## config.mk

```make
export PLATFORM = sky130hd
export DESIGN_NAME = hll_front
export DESIGN_NICKNAME = d
export VERILOG_FILES = /design/src/rtl/hll_pkg.sv /design/src/rtl/hll_front.sv
export SDC_FILE = /design/constraint.sdc
export NUM_CORES = 1
export LEC_CHECK = 0
export BUFFER_PORTS_ARGS = -buffer_cell sky130_fd_sc_hd__buf_2
export CAP_MARGIN = 0
export CELL_PAD_IN_SITES_DETAIL_PLACEMENT = 1
export CELL_PAD_IN_SITES_GLOBAL_PLACEMENT = 1
export CORE_MARGIN = 10
export CORE_UTILIZATION = 30
export DETAILED_ROUTE_END_ITERATION = 10
export PLACE_DENSITY_LB_ADDON = 0.1
export SETUP_SLACK_MARGIN = 0.5
export SYNTH_ARGS = -nofsm -noshare
export SYNTH_HDL_FRONTEND = slang
export SYNTH_SLANG_ARGS = --single-unit
```

## constraint.sdc

```tcl
create_clock -name clk -period 2.75 [get_ports clk]
set_input_delay 0.1375 -clock clk [delete_from_list [all_inputs] [get_ports clk]]
set_output_delay 0.1375 -clock clk [all_outputs]
set_load 0.01 [all_outputs]
```

## src/rtl/hll_pkg.sv

```systemverilog
// Shared constants, command record and helper function for the sketch update engine.
package hll_pkg;

  localparam int MAX_PRECISION_DEF = 14;
  localparam int MIN_PRECISION     = 4;
  localparam int PREC_W            = 5;
  localparam int RANK_W            = 6;
  localparam int CAP_W             = 7;

  localparam logic [PREC_W-1:0] PREC_RESET = PREC_W'(14);

  localparam logic CFG_PRECISION = 1'b0;
  localparam logic CFG_SEED      = 1'b1;

  localparam logic CMD_ADD   = 1'b0;
  localparam logic CMD_MERGE = 1'b1;

  localparam logic [63:0] SM_GOLDEN = 64'h9e3779b97f4a7c15;
  localparam logic [63:0] SM_MUL1   = 64'hbf58476d1ce4e5b9;
  localparam logic [63:0] SM_MUL2   = 64'h94d049bb133111eb;
  localparam logic [63:0] FNV_BASIS = 64'd14695981039346656037;
  localparam logic [63:0] FNV_PRIME = 64'd1099511628211;
  localparam logic [63:0] FIN_MUL1  = 64'hff51afd7ed558ccd;
  localparam logic [63:0] FIN_MUL2  = 64'hc4ceb9fe1a85ec53;

  typedef struct packed {
    logic                cmd;
    logic [7:0]          data_byte;
    logic                has_byte;
    logic                last;
    logic [RANK_W-1:0]   merge_rank;
  } cmd_t;

  // Leading zeros of a nonzero byte.
  function automatic logic [2:0] lz8(input logic [7:0] v);
    logic [2:0] n;
    logic       hit;
    n   = 3'd0;
    hit = 1'b0;
    for (int i = 7; i >= 0; i--) begin
      if (!hit && !v[i]) begin
        n = n + 3'd1;
      end else begin
        hit = 1'b1;
      end
    end
    return n;
  endfunction

endpackage

```

## src/rtl/hll_front.sv

```systemverilog
// Front end: accepts commands, drops idle adds and queues the rest.
module hll_front
  import hll_pkg::*;
#(
  parameter int MAX_PRECISION = MAX_PRECISION_DEF
) (
  input  logic                     clk,
  input  logic                     rst,
  input  logic                     start,
  input  logic                     clearing,
  output logic                     busy,
  input  cmd_t                     in_cmd,
  input  logic [MAX_PRECISION-1:0] in_idx,
  input  logic                     pop,
  output logic                     head_valid,
  output cmd_t                     head_cmd,
  output logic [MAX_PRECISION-1:0] head_idx
);

  cmd_t                     q_cmd [2];
  logic [MAX_PRECISION-1:0] q_idx [2];
  logic                     wr_ptr;
  logic                     rd_ptr;
  logic [1:0]               count;
  logic                     accept;
  logic                     push;

  assign busy   = (count == 2'd2) || clearing;
  assign accept = start && !busy;
  // Drop an add that carries no byte and does not close the item.
  assign push   = accept && !(in_cmd.cmd == CMD_ADD && !in_cmd.has_byte && !in_cmd.last);

  assign head_valid = (count != 2'd0);
  assign head_cmd   = q_cmd[rd_ptr];
  assign head_idx   = q_idx[rd_ptr];

  always_ff @(posedge clk) begin
    if (push) begin
      q_cmd[wr_ptr] <= in_cmd;
      q_idx[wr_ptr] <= in_idx;
    end
  end

  always_ff @(posedge clk) begin
    if (rst) begin
      wr_ptr <= 1'b0;
      rd_ptr <= 1'b0;
      count  <= 2'd0;
    end else begin
      if (push) wr_ptr <= ~wr_ptr;
      if (pop)  rd_ptr <= ~rd_ptr;
      count <= count + {1'b0, push} - {1'b0, pop};
    end
  end

endmodule

```

# Word-level counts from Yosys, hierarchy flattened
# Memories as Yosys holds them, arrays and structs flattened. A register that Yosys moved wholly into a read port is not among the register bits.
# Cells that the tools add are included.
[word_totals] ram_bits=62 ff_bits=4 in_bits=36 wordCells=27 mem_count=2
[mem_list] memory="q_cmd" depth=2 word_bits=17 rd=1 rd_clocked_by_memory_dff=1 wr=1 line_no="hll_front.sv:20" rtl="cmd_t q_cmd [2];"
[mem_list] memory="q_idx" depth=2 word_bits=14 rd=1 rd_clocked_by_memory_dff=1 wr=1 line_no="hll_front.sv:21" rtl="logic [MAX_PRECISION-1:0] q_idx [2];"
[op_classes] addsub=2 eq_ne=1 muxes=6 reduce_logical=10 bitwise_logic=3
[op_table] op="1-bit 2-to-1 mux" n=6
[op_table] op="1-bit logical AND" n=4
[op_table] op="1-bit zero test" n=4
[op_table] op="1-bit NOT" n=3
[op_table] op="2-bit by 1-bit adder with 2-bit output" n=1
[op_table] op="2-bit equality test (second input constant)" n=1
[op_table] op="2-bit nonzero test" n=1
[op_table] op="2-bit by 1-bit subtractor with 2-bit output" n=1
[op_table] op="1-bit logical OR" n=1

# Logic depth before layout (Yosys ltp)
# Gate-level depths: netlist of the first run.
[depth] depth_word=7 mapped_depth=8 depth_no_buf=8

# Worst setup path after synthesis of the first run
# No wires, ideal clock.
[synth_path] path_kind="reg2reg" startpoint="reg count[1]" endpoint="mem q_cmd[1][0] in the netlist's numbering (enable)" arrival_time_ns=2.147 n_path_buf=0 setup_slack_ns=0.184 stages_incl_launch_ff=4 cell_sequence="dfxtp_1 -> nor2b_4 -> or3_1 -> nor2_1"
[synth_between] elab_chain_cells=7
[synth_lines] element="start: declaration" line_no="hll_front.sv:24" rtl="logic [1:0] count;"
[synth_lines] element="start signal: assignment" line_no="hll_front.sv:52" rtl="count <= count + {1'b0, push} - {1'b0, pop};"
[synth_lines] element="2-bit equality test" line_no="hll_front.sv:28" rtl="assign busy = (count == 2'd2) || clearing;"
[synth_lines] element="1-bit logical OR" line_no="hll_front.sv:28"
[synth_lines] element="1-bit zero test" line_no="hll_front.sv:29" rtl="assign accept = start && !busy;"
[synth_lines] element="1-bit logical AND" line_no="hll_front.sv:29"
[synth_lines] element="1-bit logical AND" line_no="hll_front.sv:31" rtl="assign push = accept && !(in_cmd.cmd == CMD_ADD && !in_cmd.has_byte && !in_cmd.last);"
[synth_lines] element="1-bit 2-to-1 mux" line_no="hll_front.sv:38" rtl="if (push) begin"
[synth_lines] element="1-bit 2-to-1 mux (not written as such)" line_no="hll_front.sv:39" rtl="q_cmd[wr_ptr] <= in_cmd;"
[synth_lines] element="end: declaration" line_no="hll_front.sv:20"
# Every way passes these cells.

# Worst setup path in the final report of the first run
[layout_path] startpoint="reg count[1]" endpoint="reg count[1]"
[layout_between] elab_chain_cells=7
[layout_lines] element="2-bit equality test" line_no="hll_front.sv:28"
[layout_lines] element="1-bit logical OR" line_no="hll_front.sv:28"
[layout_lines] element="1-bit zero test" line_no="hll_front.sv:29"
[layout_lines] element="1-bit logical AND" line_no="hll_front.sv:29"
[layout_lines] element="1-bit logical AND" line_no="hll_front.sv:31"
[layout_lines] element="2-bit by 1-bit adder with 2-bit output (*)" line_no="hll_front.sv:52"
[layout_lines] element="2-bit by 1-bit subtractor with 2-bit output (*)" line_no="hll_front.sv:52"
# Every way passes the cells marked *; elsewhere a longest branch is shown, timed or not.
# A chain may end at the register's enable or synchronous reset.

==> results.md, run 1 <==
- CTS max path bufs: 2
- Post-Syn Area: 2480 um2
- Drt pass-1 iters: 3
- Initial Util: 30.5%
- TritonCTS clock tree: built
- WP data required: 2990 ps
- Fill cells: 800
- # IOs: 69
- Worst EP arrival: 2140 ps
- Pleak: 1.31 nW
- Slowest-stage cell, CP: or3_1
- Synthesized net count: 161
- First-pass GRT wire length: 9090 um
- # rows: 33
- Area delta synth->final: 40.9%
- Top-count cell post-synth: edfxtp_1
- Yosys warns: 0
- Total wire length: 5550 um
- Vias/cell: 4.22
- Crit. End Element: register
- Crit path top cell by count: ha_1
- Crit. Startpoint: count[1]
- Die height: 111 um
- Post-synth EDFFs: 62
- Clk_lat worst skew: 340 ps
- FF-to-FF End: count[1]
- Buf/Inv on CP: 1
- Final Non-Filler Cells: 342
- CTS H-tree lvls: 3
- Top post-synthesis cells by area: edfxtp_1 (75%), mux2_2 (14%), dfxtp_1 (4.0%)
- Drc violations: 0
- Fin nets: 270
- Dpl hpwl: 3850 um
- Multi-input gate area: 497 um2
- Crit Path Max Fanout: 4
- Tot GR Track Use: 9.48%
- Mean Syn Cell Area: 20.1 um2
- Layout cells sized above 1: 51.9%
- Congestion Overflow GR: 0
- CTS Buf Count: 9
- Clk_skew: 8.00 ps
- 1st-iter DRT viols: 41
- Crit path time final: 1910 ps
- Antenna viol nets, final: 0
- Sequential-to-total area share from yosys stat: 79.2%
- Crit path max-delay family: simple AND/OR/NAND/NOR gates
- Post-synth top cells: edfxtp_1 (62), mux2_2 (31), dfxtp_1 (5), nor2_1 (4)
- Worst Max-Slew Pin Slew: 442 ps
- Status: finished, final reports clean
- Max Slew Vio Count: 0
- Core region area: 8130 um2
- Setup TNS: 0 ps
- Post-CTS Resized: 0
- # diodes: 0
- Cell taking the most area after synthesis: edfxtp_1
- Final period util: 69.4%
- Largest net degree at the start of global routing: 32
- FF-to-FF Start: count[1]
- Cells after synthesis: 123
- Worst vdd ir: 0.244 mV
- Max-Cap Viols: 0
- HP Start: in_cmd[7]
- WHS Path Cells: 1
- Synth top area share: 75.2%
- Worst slew margin: 70.5%
- Register area: 1960 um2
- Vias in the first global route: 1776
- GPL Wtd Cong: 0.715
- Number of synthesized register bits: 67
- CTS clk-pin slew, worst paths: 80 ps
- CP Cell Sequence: nor2b_4, or3_1, ha_1, inv_1, ha_1, xor2_1, xnor2_1, nor2_1
- Max Fclk: 524 MHz
- Sinks on Clock Net: 67
- DR vias: 1442
- Hold WC Path Type: primary input to register
- Most used flip-flop cell after synthesis: edfxtp_1
- Library cells used by synthesis: 18
- RSZ-0062 raised after global routing: false
- Initial antenna violation count: 0
- Die ar.: 12300 um2
- Hold Path End: q_cmd[1][7]
- Setup violations, final: 0
- Clk root buf: clkbuf_8
- Hold Violations, Final: 0
- Routed WL per cell: 16.2 um
- PD cells: 691 nW/um2
- Worst reg-to-reg path cell count: 8
- Setup CP Type: register to register
- CP Launch Type: register
- Inst Count DP: 296
- Ys async rst share: 0%
- Crit-path max cell delay: 430 ps
- Reg2reg setup slack: 840 ps
- Port Buffers: 68
- Die Width: 111 um
logic make-up after synthesis:
logic type      share of synthesized area (%)
flops                                    79.2
mux                                      14.1
simple gates                             3.08
buf+inv                                  1.06
xor+xnor                                 1.06
compound gates                          0.505
fa+ha+maj                                1.01
power breakdown:
group	total (mW)	leakage, nW	switching, mW	internal [mW]
Clock	0.904	0.106	0.388	0.516
Combinational	0.313	0.599	0.152	0.161
Sequential	1.19	0.608	0.0189	1.17
Total	2.41	1.31	0.559	1.85
metal layers:
metal	GRT usage, %	wire length (um)
met5	0	0
met2	16.6	2950
met1	9.60	2200
met3	3.90	333
met4	4.43	71
how the worst max path moves through the flow:
stage                       end  cells after the start
finish                 count[1]                      8
global route           count[1]                      8
CTS                    count[1]                      8
detailed placement     count[1]                      8
global placement       count[1]                      8
floorplan           q_cmd[1][0]                      3
final cells by class:
type | instances | share of cell area [%]
well taps | 105 | 3.76
repair buffers | 101 | 19.0
flip-flops and latches | 67 | 56.2
inverters | 3 | 0.323
clock buffers | 9 | 3.55
clock inverters | 7 | 2.90
multi-input cells | 50 | 14.2
worst register-to-register path, stage by stage, from the launching register on:
cell and delay (ps):
dfxtp_1 340, nor2b_4 150, or3_1 430, ha_1 300, inv_1 70, ha_1 150
xor2_1 180, xnor2_1 140, nor2_1 50
state kept, by name (all words and copies together) (netlist names), named ones only:
name	cells
count	2
q_idx	28
wr_ptr	1
q_cmd	34
rd_ptr	1
stage by stage:
step                power (mW)  hold WS [ps]  setup slack, ps  area [um2]  util [%]
finish                    2.41          29.9              841        3490      42.9
global placement          1.49           328              930        2960      36.4
detailed placement        1.51           329              853        2960      36.4
global route              2.52          18.8              682        3490      42.9
floorplan                 1.37           207              688        2480         -
CTS                       2.45          7.69              828        3490      42.9
placed cells by master, fill, tap and decap left out, drive strengths merged:
| cell | Yosys | routed |
|---|---|---|
| nor3 | 1 | 1 |
| ha | 2 | 2 |
| inv | 3 | 4 |
| or2 | 2 | 2 |
| dlygate4sd3 | 0 | 30 |
| nand2b | 1 | 1 |
| clkbuf | 0 | 9 |
| edfxtp | 62 | 62 |
| or3 | 1 | 1 |
| nor2b | 2 | 2 |
| a21oi | 1 | 1 |
| xnor2 | 2 | 2 |
| or4 | 1 | 1 |
| nor2 | 4 | 4 |
| bufinv | 0 | 2 |
| dfxtp | 5 | 5 |
| mux2 | 31 | 31 |
| clkinvlp | 0 | 2 |
| xor2 | 1 | 1 |
| o31ai | 1 | 1 |
| buf | 3 | 71 |
| clkinv | 0 | 2 |
what timing repair did:
item,4_1_cts,5_1_grt
endpoints found under the hold margin,60,0
setup buffers,0,0
setup endpoints to repair,0,0
hold buffers,30,0
Power figures use the tool's default switching activity.
==> run 2, diff against run 1 <==
Clock period 2.75 ns to 1.7 ns, I/O delays scaled along.
==> run 2 against run 1 <==
The run now ends with negative setup slack left. Combinational power rose to 2.9 times the previous value. Die area unchanged. Cell area up 23%. Fmax up 11%. Utilization up 9.7 points. Clock skew down 3.1 ps. Total power up 64%. Global-route usage up 0.88 points. Largest cell class unchanged.
==> results.md, run 2 (synthesis results as in run 1) <==
- Status: finished with violations
- Failing checks: negative setup slack
- Worst EP arrival: 1760 ps
- Multi-input gate area: 659 um2
- WP data required: 1740 ps
- FF-to-FF Start: count[1]
- Tot GR Track Use: 10.4%
- Pleak: 1.68 nW
- Setup TNS: -332 ps
- Comb pwr share: 23.4%
- Worst Max-Slew Pin Slew: 346 ps
- Crit path time final: 1720 ps
- Die ar.: 12300 um2
- Most common cell after layout, fill and taps aside: edfxtp_1
- Max Fclk: 582 MHz
- TritonCTS clock tree: built
- DR vias: 1556
- Worst Setup Slack, final: -19.2 ps
- Hold Violations, Final: 0
- Switching Fraction: 23.9%
- Int Power: 3.00 mW
- DP Area: 3100 um2
- Drt pass-1 iters: 4
- CP Cell Sequence: nor2b_4, buf_4, or4_4, clkinvlp_4, buf_12
- Die Width: 111 um
- CTS max path bufs: 2
- Initial antenna violation count: 0
- Initial Util: 30.5%
- 1st-iter DRT viols: 43
- Slowest-stage cell, CP: or4_4
- PD cells: 921 nW/um2
- Hold WC Path Type: primary input to register
- Antenna viol nets, final: 0
- Vias in the first global route: 1864
- Core Util, Final: 52.6%
- Crit. End Element: register
- Vias/cell: 4.24
- Largest net degree at the start of global routing: 18
- CTS H-tree lvls: 3
- FF-to-FF End: q_cmd[0][16]
- Sinks on Clock Net: 67
- Clk root buf: clkbuf_8
- Max Slew Vio Count: 0
- Layout cells sized above 1: 59.2%
- Max-Cap Viols: 0
- Dpl hpwl: 4000 um
- WHS Path Cells: 3
- Largest register FFs: 34
- Reg2reg setup slack: -20 ps
- Top flop regs: q_cmd: 34 flops, q_idx: 28 flops, count: 2 flops
- CP Launch Type: register
- Largest register by flop count: q_cmd
- Port Buffers: 68
- Most frequent cells in the layout: edfxtp_1 (62), buf_6 (39), buf_2 (35), dlygate4sd3_1 (32), mux2_4 (31)
- Crit. Startpoint: count[1]
- Worst vdd ir: 0.374 mV
- GPL Wtd Cong: 0.643
- RSZ-0062 raised after global routing: true
- Congestion Overflow GR: 0
- Final period util: 101%
- Setup CP Type: register to register
- Sequential share of power: 49.2%
- Drc violations: 0
- # diodes: 0
- # IOs: 69
- Total wire length: 6300 um
- Worst reg-to-reg path cell count: 5
- Post-route cell area: 4280 um2
- Register area: 1970 um2
- Sw power: 0.941 mW
- Worst slew margin: 76.7%
- Routed WL per cell: 17.2 um
- Clk_skew: 4.86 ps
- # rows: 33
- Hold slack: 78.8 ps
- CTS clk-pin slew, worst paths: 70 ps
- Area delta synth->final: 72.8%
- Die height: 111 um
- Crit Path Max Fanout: 17
- Fill cells: 764
- First-pass GRT wire length: 10100 um
- HP Start: pop
- Crit-path max cell delay: 550 ps
- Clk_lat worst skew: 330 ps
- Fin nets: 296
- CTS Buf Count: 9
- Setup violations, final: 32
- Core region area: 8130 um2
- Clock power share: 27.4%
run 2: cell count changes in the layout (fill, tap and decap cells not counted), sizes merged:
cell	delta
buf	+20
bufinv	-2
clkbuf	+4
clkinv	+2
clkinvlp	+1
dlygate4sd3	+2
inv	-2
run 2: worst max path at each step:
stage | endpoint | cells past startpoint | slack (ps)
6_report | q_cmd[0][16] | 5 | -20
3_5_place_dp | count[1] | 8 | -50
2_1_floorplan | count[1] | 8 | -30
3_3_place_gp | count[1] | 8 | -6
5_1_grt | count[1] | 8 | -80
4_1_cts | count[1] | 8 | -50
run 2: critical path, delay by kind of cell, from the launching register on:
family	cells	cell delay, ps
DFF	1	320
and+or+nand+nor	2	670
buffers and inverters	3	430
run 2: power groups by stage:
| stage | logic (mW) | clock network, mW | registers (mW) |
|---|---|---|---|
| global placement | 0.525 | 0 | 1.96 |
| detailed placement | 0.537 | 0 | 1.97 |
| CTS | 0.875 | 1.12 | 1.94 |
| floorplan | 0.281 | 0 | 1.96 |
| finish | 0.923 | 1.08 | 1.94 |
| global route | 0.994 | 1.19 | 1.95 |
run 2: per-stage QoR:
stage | power [mW] | std cells | worst slack [ps]
after floorplan | 2.24 | 123 | -27.1
after global placement | 2.48 | 304 | -6.49
after detailed placement | 2.50 | 304 | -51.1
after CTS | 3.94 | 360 | -45.3
after global routing | 4.13 | 367 | -78.8
final | 3.94 | 367 | -19.2
run 2: final cells by class:
cell class,count,share of cell area (%)
flip-flops and latches,67,46.0
repair buffers,127,31.5
multi-input cells,50,15.4
well taps,105,3.07
clock buffers,9,2.89
clock inverters,6,0.789
inverters,3,0.351
run 2: timing repair:
| action | CTS | global route |
|---|---|---|
| hold buffers | 32 | 0 |
| gates cloned | 4 | 4 |
| setup endpoints to repair | 98 | 98 |
| setup buffers | 5 | 3 |
| pin swaps | 2 | 2 |
| hold endpoints to repair | 67 | 0 |
| resized for setup | 85 | 4 |
run 2: routing by layer:
layer	GRT usage (%)	vias to the layer above	share of wire, %
met5	0	-	0
met4	4.95	0	1.8
met3	3.90	12	5.7
met2	17.4	41	52
met1	11.3	760	40
li1	-	743	-
==> run 3, diff against run 2 <==
Settings changed: CORE_UTILIZATION 30 to 38.
==> run 3 against run 2 <==
The flow still finishes with violations (negative setup slack). Sequential cell count stayed put. Register-to-register slack worse by 110 ps. Final cell count is 5.7% lower. Largest power group unchanged. Via count is 3.1% higher. Critical endpoint is now q_idx[1][0]. Utilization is 15 points higher. Fmax is 6.1% lower. Critical path type unchanged. Sequential power hardly changed. Global-route usage is 3.6 points higher.
==> results.md, run 3 (synthesis results as in run 1) <==
- Multi-input gate area: 678 um2
- Worst Max-Slew Pin Slew: 388 ps
- Layout cells sized above 1: 60.6%
- Hold Violations, Final: 0
- GPL Wtd Cong: 0.726
- Drc violations: 0
- Largest register by flop count: q_cmd
- Fill cells: 538
- Switching Fraction: 24.4%
- Total wire length: 7070 um
- Clk root buf: clkbuf_8
- CTS max path bufs: 2
- Sequential share of power: 48.0%
- CP Launch Type: register
- PD cells: 937 nW/um2
- Core Util, Final: 67.9%
- Worst EP arrival: 1880 ps
- # diodes: 0
- Dpl hpwl: 3640 um
- Status: finished with violations
- Max-Cap Viols: 0
- Area delta synth->final: 74.1%
- Int Power: 3.06 mW
- Final period util: 108%
- Vias in the first global route: 1882
- Crit. End Element: register
- Crit. Startpoint: count[1]
- FF-to-FF Start: count[1]
- Most frequent cells in the layout: edfxtp_1 (62), buf_6 (44), buf_2 (35), dlygate4sd3_1 (32), mux2_4 (31)
- Die Width: 101 um
- Antenna viol nets, final: 0
- Core region area: 6350 um2
- Crit Path Max Fanout: 5
- Crit path time final: 1830 ps
- Fin nets: 302
- Clock power share: 26.8%
- WP data required: 1750 ps
- Largest net degree at the start of global routing: 25
- CTS H-tree lvls: 3
- Worst Setup Slack, final: -130 ps
- Max Slew Vio Count: 0
- Drt pass-1 iters: 4
- Top flop regs: q_cmd: 34 flops, q_idx: 28 flops, count: 2 flops
- DR vias: 1604
- Worst slew margin: 73.9%
- CTS clk-pin slew, worst paths: 60 ps
- Comb pwr share: 25.2%
- Largest register FFs: 34
- Setup CP Type: register to register
- Hold WC Path Type: primary input to register
- Failing checks: negative setup slack
- Sw power: 0.986 mW
- Pleak: 1.72 nW
- HP Start: pop
- Initial antenna violation count: 0
- RSZ-0062 raised after global routing: true
- Port Buffers: 68
- Register area: 1970 um2
- # rows: 29
- Worst vdd ir: 0.544 mV
- Clk_skew: 6.62 ps
- Tot GR Track Use: 13.9%
- TritonCTS clock tree: built
- Routed WL per cell: 20.4 um
- Initial Util: 39.0%
- Most common cell after layout, fill and taps aside: edfxtp_1
- Sinks on Clock Net: 67
- # IOs: 69
- Clk_lat worst skew: 330 ps
- Die ar.: 10100 um2
- CTS Buf Count: 9
- First-pass GRT wire length: 10600 um
- Setup violations, final: 63
- Vias/cell: 4.64
- Die height: 101 um
- Max Fclk: 546 MHz
- Congestion Overflow GR: 0
- Power, Total: 4.04 mW
- 1st-iter DRT viols: 47
-- run 3: power groups by stage --
| stage | Combinational [mW] | Sequential (mW) | Clock (mW) |
|---|---|---|---|
| 2_1_floorplan | 0.281 | 1.96 | 0 |
| 3_3_place_gp | 0.512 | 1.96 | 0 |
| 3_5_place_dp | 0.530 | 1.97 | 0 |
| 4_1_cts | 0.917 | 1.93 | 1.11 |
| 5_1_grt | 1.09 | 1.95 | 1.17 |
| 6_report | 1.02 | 1.94 | 1.08 |
-- run 3: worst paths after layout --
check	endpoint	slack, ps	depth (start not counted)
hold reg to reg	wr_ptr	520	2
setup reg to reg	q_idx[1][0]	-130	7
hold / removal	rd_ptr	90	3
setup / recovery	q_idx[1][0]	-130	7
-- run 3: repair_timing --
action | 4_1_cts | 5_1_grt
pin swaps | 6 | 7
buffers inserted | 9 | 4
hold buffers | 32 | 0
gates cloned | 4 | 6
resized for setup | 84 | 6
hold endpoints to repair | 67 | 0
setup endpoints to repair | 98 | 98
-- run 3: metal layers --
layer  GRT usage [%]  part of all wire [%]
met4            5.11                   1.5
met5               0                     0
met2            25.7                    56
met3            3.91                   5.0
met1            14.6                    38
-- run 3: critical path, cell delays in order (launching register included) --
cell and delay [ps]:
dfxtp_2 330, nor2b_4 130, or3_4 380, buf_4 150
buf_6 110, nor2_4 170, buf_6 150, clkbuf_16 140
-- run 3: area by class of cell --
| class | count | share of cell area, % |
|---|---|---|
| multi-input cells | 50 | 15.7 |
| clock inverters | 6 | 0.754 |
| repair buffers | 133 | 32.3 |
| well taps | 77 | 2.23 |
| clock buffers | 10 | 2.96 |
| flip-flops and latches | 67 | 45.7 |
| inverters | 3 | 0.348 |
-- run 3: through the flow --
step | instances | setup TNS (ps) | hold slack (ps) | worst slack (ps) | area [um2]
floorplan | 123 | -258 | 144 | -27.1 | 2520
global placement | 275 | -8.83 | 274 | -8.83 | 3060
detailed placement | 275 | -391 | 277 | -83.0 | 3060
CTS | 336 | -1430 | 88.9 | -61.3 | 4100
global route | 346 | -8260 | 125 | -183 | 4310
finish | 346 | -5160 | 93.9 | -130 | 4310
